$ cat src/htfd_pkg.sv
`default_nettype none

package htfd_pkg;

    localparam logic [7:0] CRC_POLY = 8'h31;
    localparam logic [7:0] CRC_INIT = 8'h00;
    localparam logic [15:0] STATUS_MASK = 16'hFFFC;

    localparam int CFG_INDEX_W = 3;

    localparam logic [CFG_INDEX_W-1:0] REG_TEMP_OFFSET = 3'd0;
    localparam logic [CFG_INDEX_W-1:0] REG_TEMP_GAIN   = 3'd1;
    localparam logic [CFG_INDEX_W-1:0] REG_HUM_OFFSET  = 3'd2;
    localparam logic [CFG_INDEX_W-1:0] REG_HUM_GAIN    = 3'd3;
    localparam logic [CFG_INDEX_W-1:0] REG_ERROR_VALUE = 3'd4;

    localparam logic [15:0] TEMP_OFFSET_RST = 16'hEDC7;  // -4665
    localparam logic [15:0] TEMP_GAIN_RST   = 16'd17572;
    localparam logic [15:0] HUM_OFFSET_RST  = 16'hFDA8;  // -600
    localparam logic [15:0] HUM_GAIN_RST    = 16'd12500;
    localparam logic [15:0] ERROR_VALUE_RST = 16'hD8F1;  // -9999

    typedef struct packed {
        logic signed [15:0] temp_offset;
        logic [15:0]        temp_gain;
        logic signed [15:0] hum_offset;
        logic [15:0]        hum_gain;
        logic signed [15:0] error_value;
    } cfg_t;

    // one byte through the msb-first crc-8 shift register
    function automatic logic [7:0] crc8_byte(input logic [7:0] crc, input logic [7:0] data);
        logic [7:0] c;
        c = crc ^ data;
        for (int i = 0; i < 8; i++)
        begin
            if (c[7])
            begin
                c = {c[6:0], 1'b0} ^ CRC_POLY;
            end
            else
            begin
                c = {c[6:0], 1'b0};
            end
        end
        return c;
    endfunction

endpackage

`default_nettype wire

$ cat src/humidity_temp_frame_decoder.sv
`default_nettype none

// channel   signals                                          direction
// in        in_valid, in_ready, high_byte, low_byte,         sink
//           check_byte, operation
// out       out_valid, out_ready, value, crc_error           source
// cfg       cfg_valid, cfg_ready, cfg_index, cfg_data        sink, always ready
//
// four register stages: crc of the high byte, crc of the low byte and compare,
// 16x16 multiply, offset add into the output register
// one transaction per cycle while out_ready holds; out_valid is the valid bit of the last stage
// reset clears the stage valid bits and loads the default register values
// each stage holds while the one after it is full and stalled; bubbles collapse

module humidity_temp_frame_decoder
    import htfd_pkg::*;
(
    input  wire logic                   clk,
    input  wire logic                   rst_n,

    input  wire logic                   in_valid,
    output      logic                   in_ready,
    input  wire logic [7:0]             high_byte,
    input  wire logic [7:0]             low_byte,
    input  wire logic [7:0]             check_byte,
    input  wire logic                   operation,

    output      logic                   out_valid,
    input  wire logic                   out_ready,
    output      logic signed [17:0]     value,
    output      logic                   crc_error,

    input  wire logic                   cfg_valid,
    output      logic                   cfg_ready,
    input  wire logic [CFG_INDEX_W-1:0] cfg_index,
    input  wire logic [15:0]            cfg_data
);

    cfg_t cfg;

    assign cfg_ready = 1'b1;

    htfd_cfg_regs u_cfg_regs (
        .clk      (clk),
        .rst_n    (rst_n),
        .wr_en    (cfg_valid),
        .wr_index (cfg_index),
        .wr_data  (cfg_data),
        .cfg      (cfg)
    );

    // stage valid bits
    logic s1_valid_reg, s2_valid_reg, s3_valid_reg, s4_valid_reg;
    logic s1_load, s2_load, s3_load, s4_load;

    assign s4_load  = !s4_valid_reg || out_ready;
    assign s3_load  = !s3_valid_reg || s4_load;
    assign s2_load  = !s2_valid_reg || s3_load;
    assign s1_load  = !s1_valid_reg || s2_load;
    assign in_ready = s1_load;

    always_ff @(posedge clk or negedge rst_n)
    begin
        if (!rst_n)
        begin
            s1_valid_reg <= 1'b0;
            s2_valid_reg <= 1'b0;
            s3_valid_reg <= 1'b0;
            s4_valid_reg <= 1'b0;
        end
        else
        begin
            if (s1_load)
            begin
                s1_valid_reg <= in_valid;
            end
            if (s2_load)
            begin
                s2_valid_reg <= s1_valid_reg;
            end
            if (s3_load)
            begin
                s3_valid_reg <= s2_valid_reg;
            end
            if (s4_load)
            begin
                s4_valid_reg <= s3_valid_reg;
            end
        end
    end

    // stage 1: crc over the high byte
    logic [7:0]  s1_crc_reg;
    logic [7:0]  s1_low_reg;
    logic [7:0]  s1_high_reg;
    logic [7:0]  s1_check_reg;
    logic        s1_op_reg;

    always_ff @(posedge clk)
    begin
        if (s1_load)
        begin
            s1_crc_reg   <= crc8_byte(CRC_INIT, high_byte);
            s1_high_reg  <= high_byte;
            s1_low_reg   <= low_byte;
            s1_check_reg <= check_byte;
            s1_op_reg    <= operation;
        end
    end

    // stage 2: finish crc, compare, pick the coefficients
    logic [7:0]         s2_crc_next;
    logic               s2_err_reg;
    logic [15:0]        s2_raw_reg;
    logic [15:0]        s2_gain_reg;
    logic signed [15:0] s2_offset_reg;

    assign s2_crc_next = crc8_byte(s1_crc_reg, s1_low_reg);

    always_ff @(posedge clk)
    begin
        if (s2_load)
        begin
            s2_err_reg    <= (s2_crc_next != s1_check_reg);
            s2_raw_reg    <= {s1_high_reg, s1_low_reg} & STATUS_MASK;
            s2_gain_reg   <= s1_op_reg ? cfg.hum_gain : cfg.temp_gain;
            s2_offset_reg <= s1_op_reg ? cfg.hum_offset : cfg.temp_offset;
        end
    end

    // stage 3: unsigned 16x16 product
    logic [31:0]        s3_prod_reg;
    logic               s3_err_reg;
    logic signed [15:0] s3_offset_reg;

    always_ff @(posedge clk)
    begin
        if (s3_load)
        begin
            s3_prod_reg   <= s2_gain_reg * s2_raw_reg;
            s3_err_reg    <= s2_err_reg;
            s3_offset_reg <= s2_offset_reg;
        end
    end

    // stage 4: floor of product / 65536 plus offset, or error value
    logic signed [17:0] s4_value_next;
    logic signed [17:0] s4_value_reg;
    logic               s4_err_reg;

    always_comb
    begin
        if (s3_err_reg)
        begin
            s4_value_next = {{2{cfg.error_value[15]}}, cfg.error_value};
        end
        else
        begin
            s4_value_next = $signed({{2{s3_offset_reg[15]}}, s3_offset_reg})
                          + $signed({2'b00, s3_prod_reg[31:16]});
        end
    end

    always_ff @(posedge clk)
    begin
        if (s4_load)
        begin
            s4_value_reg <= s4_value_next;
            s4_err_reg   <= s3_err_reg;
        end
    end

    assign out_valid = s4_valid_reg;
    assign value     = s4_value_reg;
    assign crc_error = s4_err_reg;

endmodule

`default_nettype wire

$ cat src/htfd_cfg_regs.sv
`default_nettype none

module htfd_cfg_regs
    import htfd_pkg::*;
(
    input  wire logic                   clk,
    input  wire logic                   rst_n,
    input  wire logic                   wr_en,
    input  wire logic [CFG_INDEX_W-1:0] wr_index,
    input  wire logic [15:0]            wr_data,
    output cfg_t                        cfg
);

    cfg_t cfg_reg;

    always_ff @(posedge clk or negedge rst_n)
    begin
        if (!rst_n)
        begin
            cfg_reg.temp_offset <= TEMP_OFFSET_RST;
            cfg_reg.temp_gain   <= TEMP_GAIN_RST;
            cfg_reg.hum_offset  <= HUM_OFFSET_RST;
            cfg_reg.hum_gain    <= HUM_GAIN_RST;
            cfg_reg.error_value <= ERROR_VALUE_RST;
        end
        else if (wr_en)
        begin
            case (wr_index)
                REG_TEMP_OFFSET: cfg_reg.temp_offset <= wr_data;
                REG_TEMP_GAIN:   cfg_reg.temp_gain   <= wr_data;
                REG_HUM_OFFSET:  cfg_reg.hum_offset  <= wr_data;
                REG_HUM_GAIN:    cfg_reg.hum_gain    <= wr_data;
                REG_ERROR_VALUE: cfg_reg.error_value <= wr_data;
                default:         ;  // unknown index, write dropped
            endcase
        end
    end

    assign cfg = cfg_reg;

endmodule

`default_nettype wire
$ cat config.mk
export PLATFORM = sky130hd
export DESIGN_NAME = humidity_temp_frame_decoder
export DESIGN_NICKNAME = d
export VERILOG_FILES = /design/src/htfd_pkg.sv /design/src/humidity_temp_frame_decoder.sv /design/src/htfd_cfg_regs.sv
export SDC_FILE = /design/constraint.sdc
export NUM_CORES = 1
export LEC_CHECK = 0
export ABC_AREA = 1
export BUFFER_PORTS_ARGS = -buffer_cell sky130_fd_sc_hd__buf_2
export CORE_MARGIN = 3
export CORE_UTILIZATION = 45
export DETAILED_ROUTE_END_ITERATION = 8
export SYNTH_ARGS = -nofsm -noshare
export SYNTH_HDL_FRONTEND = slang
export SYNTH_SLANG_ARGS = --single-unit
export TNS_END_PERCENT = 50
$ cat constraint.sdc
create_clock -name clk -period 6.5 [get_ports clk]
set_input_delay 1.3 -clock clk [delete_from_list [all_inputs] [get_ports clk]]
set_output_delay 1.3 -clock clk [all_outputs]
set_load 0.03 [all_outputs]
# Word level (Yosys, flattened, before mapping)
# Index checks and enable logic that the tools add are counted.
totals:
  reg_bits: 232
  inputBits: 49
  wordCells: 88
classes:
  addsub: 1
  mul: 1
  n_eq_ne: 5
  muxes: 26
  n_bitwise: 17
  n_reduce_logical: 14
op_table:
  columns: ["op", "count"]
  rows:
  - ["$mux W6", 16]
  - ["$mux W8", 7]
  - ["$not A3 Y3", 16]
  - ["$mux W16", 2]
  - ["$mul A16 B14 Y30", 1]
  - ["$add A16 B17 Y18", 1]
  - ["$mux W18", 1]
  - ["$reduce_and A2 Y1", 5]
  - ["$ne A8 B8 Y1", 1]
  - ["$xor A8 B8 Y8", 1]
  - ["$eq A3 B2 Y1 const B", 2]
  - ["$logic_not A1 Y1", 4]
  - ["$logic_or A1 B1 Y1", 4]
  - ["$eq A3 B1 Y1 const B", 1]
  - ["$eq A3 B3 Y1 const B", 1]
  - ["$logic_not A3 Y1", 1]

# Longest topological paths before layout
depth:
  word_depth: 26
  mapped_depth: 27

# By module
# A second synthesis with hierarchy kept.
unflattened:
  cells_unflattened: 1924
  hier_area_um2: 17140.2
modules_own_cells:
  columns: ["mod", "n_inst", "cells_each", "area_per_inst_um2"]
  rows:
  - ["humidity_temp_frame_decoder", 1, 1568, 13844.5]
  - ["htfd_cfg_regs", 1, 356, 3295.7]

# Worst setup path before layout
# No wires, ideal clock.
synth_path:
  kind: "register to register"
  startpoint: "register s2_raw_reg[7]"
  endpoint: "register s3_prod_reg[27], data pin"
  setup_ns: 0.252
  arrival_time_ns: 5.027
  t_required_ns: 6.248
  slack_ns: 1.220
  stages_incl_launch_ff: 20
  path_buffers: 2
  synth_period_minus_slack_ns: 5.280
  path_cell_list: "edfxtp_1 clkbuf_1 clkbuf_1 nand2_1 fa_1 fa_1 inv_1 fa_1 fa_1 fa_1 inv_1 fa_1 inv_1 ha_1 nand2_1 nor2_1 nand3_1 or2_1 nand3_1 nand2_1"
synth_via:
  elab_chain_len: 1
synth_rtl:
  columns: ["element", "line_no", "source"]
  rows:
  - ["from (decl)", "humidity_temp_frame_decoder.sv:114", "logic [15:0] s2_raw_reg;"]
  - ["from (signal assigned)", "humidity_temp_frame_decoder.sv:125", "s2_raw_reg <= {s1_high_reg, s1_low_reg} & STATUS_MASK;"]
  - ["$mul A16 B14 Y30", "humidity_temp_frame_decoder.sv:140", "s3_prod_reg <= s2_gain_reg * s2_raw_reg;"]
  - ["to (signal assigned)", "humidity_temp_frame_decoder.sv:140", null]
  - ["to (decl)", "humidity_temp_frame_decoder.sv:132", "logic [31:0] s3_prod_reg;"]
# No other way between the ends.
# A chain may end at the register's enable or synchronous reset.

# Worst setup path after layout
layout_path:
  startpoint: "register s2_gain_reg[12]"
  endpoint: "register s3_prod_reg[27], data pin"
layout_via:
  elab_chain_len: 1
layout_rtl:
  columns: ["element", "line_no", "source"]
  rows:
  - ["from (decl)", "humidity_temp_frame_decoder.sv:115", "logic [15:0] s2_gain_reg;"]
  - ["from (signal assigned)", "humidity_temp_frame_decoder.sv:126", "s2_gain_reg <= s1_op_reg ? cfg.hum_gain : cfg.temp_gain;"]
  - ["$mul A16 B14 Y30", "humidity_temp_frame_decoder.sv:140", null]
# No other way between the ends.

==> summary.txt <==
Synth
  • Mapped Area: 0.0169 mm²
  • Cell variety after synth: 40
  • Synth top area cells: edfxtp_1 (23%), fa_1 (20%), nand2_1 (12%)
  • Register bit total from synthesis: 216
  • Dominant synthesized flop cell: edfxtp_1
  • Synth top area share: roughly a quarter
  • Number of synthesized flops with an enable pin: between 100 and 150
  • Yosys warns: 0
  • Syn Area/Cell: about 9 µm²
  • Post-synthesis async set-or-reset flop share: between 30% and 40%
  • Syn Nets: around 2200
  • Post-Synthesis Cells: around 1900
  • Area leader, netlist: edfxtp_1
  • Register area share after synthesis: 36.3%

Critical path
  • Crit path kind: reg2reg
  • Worst-path fanout max: 14
  • Crit path DAT: 6.12 ns
  • Crit-path slowest cell: edfxtp_1
  • Most used cell, CP: fa_1
  • Critical Path RT: about 7 ns
  • CP max stage delay: just over 0.7 ns
  • Worst setup SP type: flip-flop
  • Crit-path cells: nand2_1, inv_1, fa_1, inv_1, fa_1, inv_1, fa_1, fa_1, fa_1, inv_1, fa_1, inv_1, ha_1, nand2_1, nor2_1, nand2_1, a21oi_1, nor2_1, nand3_1, nand2_1
  • CP endpoint kind: flip-flop

Cells and area
  • Commonest cells after routing, fill and taps aside: nand2_1 (546), inv_1 (367), fa_1 (165), edfxtp_1 (132), o21ai_0 (117)
  • Max reg flops: 80
  • Layout cells sized above 1: a little over a tenth
  • Total Nets Final: roughly 2200
  • Area delta synth->final: 9.11%
  • Most common cell after layout, fill and taps aside: nand2_1
  • Fillers: ~3500
  • Ant. Diodes: 0
  • Post-route cell area: ~0.018 mm²

Route
  • Routed wire length: about 41000 µm
  • DRC: 0
  • Via count: 12300
  • Initial DRT Pass Iterations: 5
  • First DRT Iteration DRCs: 939
  • Via-to-Cell Ratio: roughly 5.1
  • Drt wl/cell: roughly 17 µm
  • ANT nets after route: 0

CTS
  • Post-CTS Hold Buffers: 0
  • Clk sinks: 216
  • Clock root buffer master: clkbuf_16
  • Reg clk slew, reported paths: ~0.060 ns
  • Clk_lat worst skew: between 0.5 and 0.6 ns
  • Total CTS buffers: 24
  • Setup bufs post-CTS: 0
  • CTS Buffer Depth: 3
  • CTS tree: built
  • CTS resizes: 0
  • CTS H-tree depth: 1

Timing
  • Final Hold Viols: 0
  • RSZ-0062 raised after global routing: false
  • Worst Slack Setup Final: 0.683 ns
  • Slew Viols, Final: 0
  • Min cycle time layout: slightly below 6 ns
  • Fin crit share: about nine tenths
  • FMAX: approximately 0.17 GHz
  • Final setup vio count: 0
  • Clock skew: between 0.03 and 0.04 ns
  • Post-route setup TNS: 0 ns
  • Max-slew headroom: roughly a quarter
  • Worst-margin pin slew: between 1 and 1.5 ns

Min path
  • Hold WC Path Type: reg2reg

Placed design
  • Post-placement cell area: roughly 0.018 mm²
  • Port bufs: slightly below 70
  • Placer Congestion: ~0.94
  • DP HPWL: around 31000 µm
  • Post-place setup slack: 0.653 ns

Floorplanning
  • Row count: 70
  • Die Wd: 200 µm
  • I/O Pins: 71
  • Die ar.: between 0.03 and 0.04 mm²
  • Initial core utilization: between 40% and 50%
  • CORE AREA: 0.0368 mm²
  • Die span in y: about 200 µm

Run
  • Maxcap violations: 0

Global route
  • Total congestion overflow: 0
  • Initial antenna violation count: 0
  • Global-route usage over all layers: a little over a fifth
  • Largest net degree at the start of global routing: 63
  • Vias in the first global route: ~13000
  • First-pass GRT wire length: 67600 µm

Outcome
  • Status: finished clean
## per-stage QoR
stage | hold slack [ns] | std cells | util [%]
2_1_floorplan | 0.400 | 1882 | -
5_1_grt | 0.405 | 2408 | 50.0
4_1_cts | 0.406 | 2408 | 50.0
3_3_place_gp | 0.406 | 2365 | 47.9
6_report | 0.412 | 2408 | 50.0
3_5_place_dp | 0.405 | 2365 | 47.9
## critical path, delay by kind of cell (launching register included)
| family | cells | cell delay (ns) |
|---|---|---|
| buf+inv | 5 | 0.27 |
| flops | 1 | 0.71 |
| compound gates | 1 | 0.21 |
| fa+ha+maj | 7 | 3.38 |
| simple gates | 7 | 0.99 |
## layer usage
layer	part of all wire, %	vias to the layer above	GRT usage [%]
met4	1.7	0	4.21
li1	-	5906	-
met1	46	6031	31.1
met2	48	300	36.1
met5	0	-	0
met3	5.3	45	2.39
## cell usage after synthesis, types with 27 or more instances
cell,instances
a21oi_1,57
clkbuf_1,61
dfrtp_1,43
dfstp_2,41
edfxtp_1,132
fa_1,165
ha_1,109
inv_1,368
mux2_2,27
nand2_1,546
nand3_1,63
nor2_1,60
o21ai_0,117
## final cells by class
type,instances,area (µm²),share of cell area [%]
Tap cell,468,586,3.18
Clock buffer,35,713,3.87
Inverter,369,1390,7.52
Multi-Input combinational cell,1232,9120,49.5
Clock inverter,8,58.8,0.319
Timing Repair Buffer,80,430,2.34
Sequential cell,216,6120,33.2
## worst paths after layout
check,from,to,slack [ns],depth (start not counted)
worst min-delay path,s2_offset_reg[0],s3_offset_reg[0],0.41,0
max in group asynchronous,rst_n,u_cfg_regs.cfg[16],4.73,2
worst max-delay path,s2_gain_reg[12],s3_prod_reg[27],0.68,20
min in group asynchronous,rst_n,u_cfg_regs.cfg[69],0.65,1
worst min register to register,s2_offset_reg[0],s3_offset_reg[0],0.41,0
worst max register to register,s2_gain_reg[12],s3_prod_reg[27],0.68,20
## logic make-up after synthesis
kind of cell / after synthesis / share of synthesized area, %
simple gates: 704 / 16.7
mux: 32 / 2.14
other cells: 1 / 0.0222
fa+ha+maj: 274 / 27.7
flops: 216 / 36.3
buf+inv: 434 / 9.70
compound gates: 190 / 5.86
xor+xnor: 31 / 1.70
Power is not shown: default switching activity piles up to over one toggle a cycle in this logic, so the estimate is an artifact.
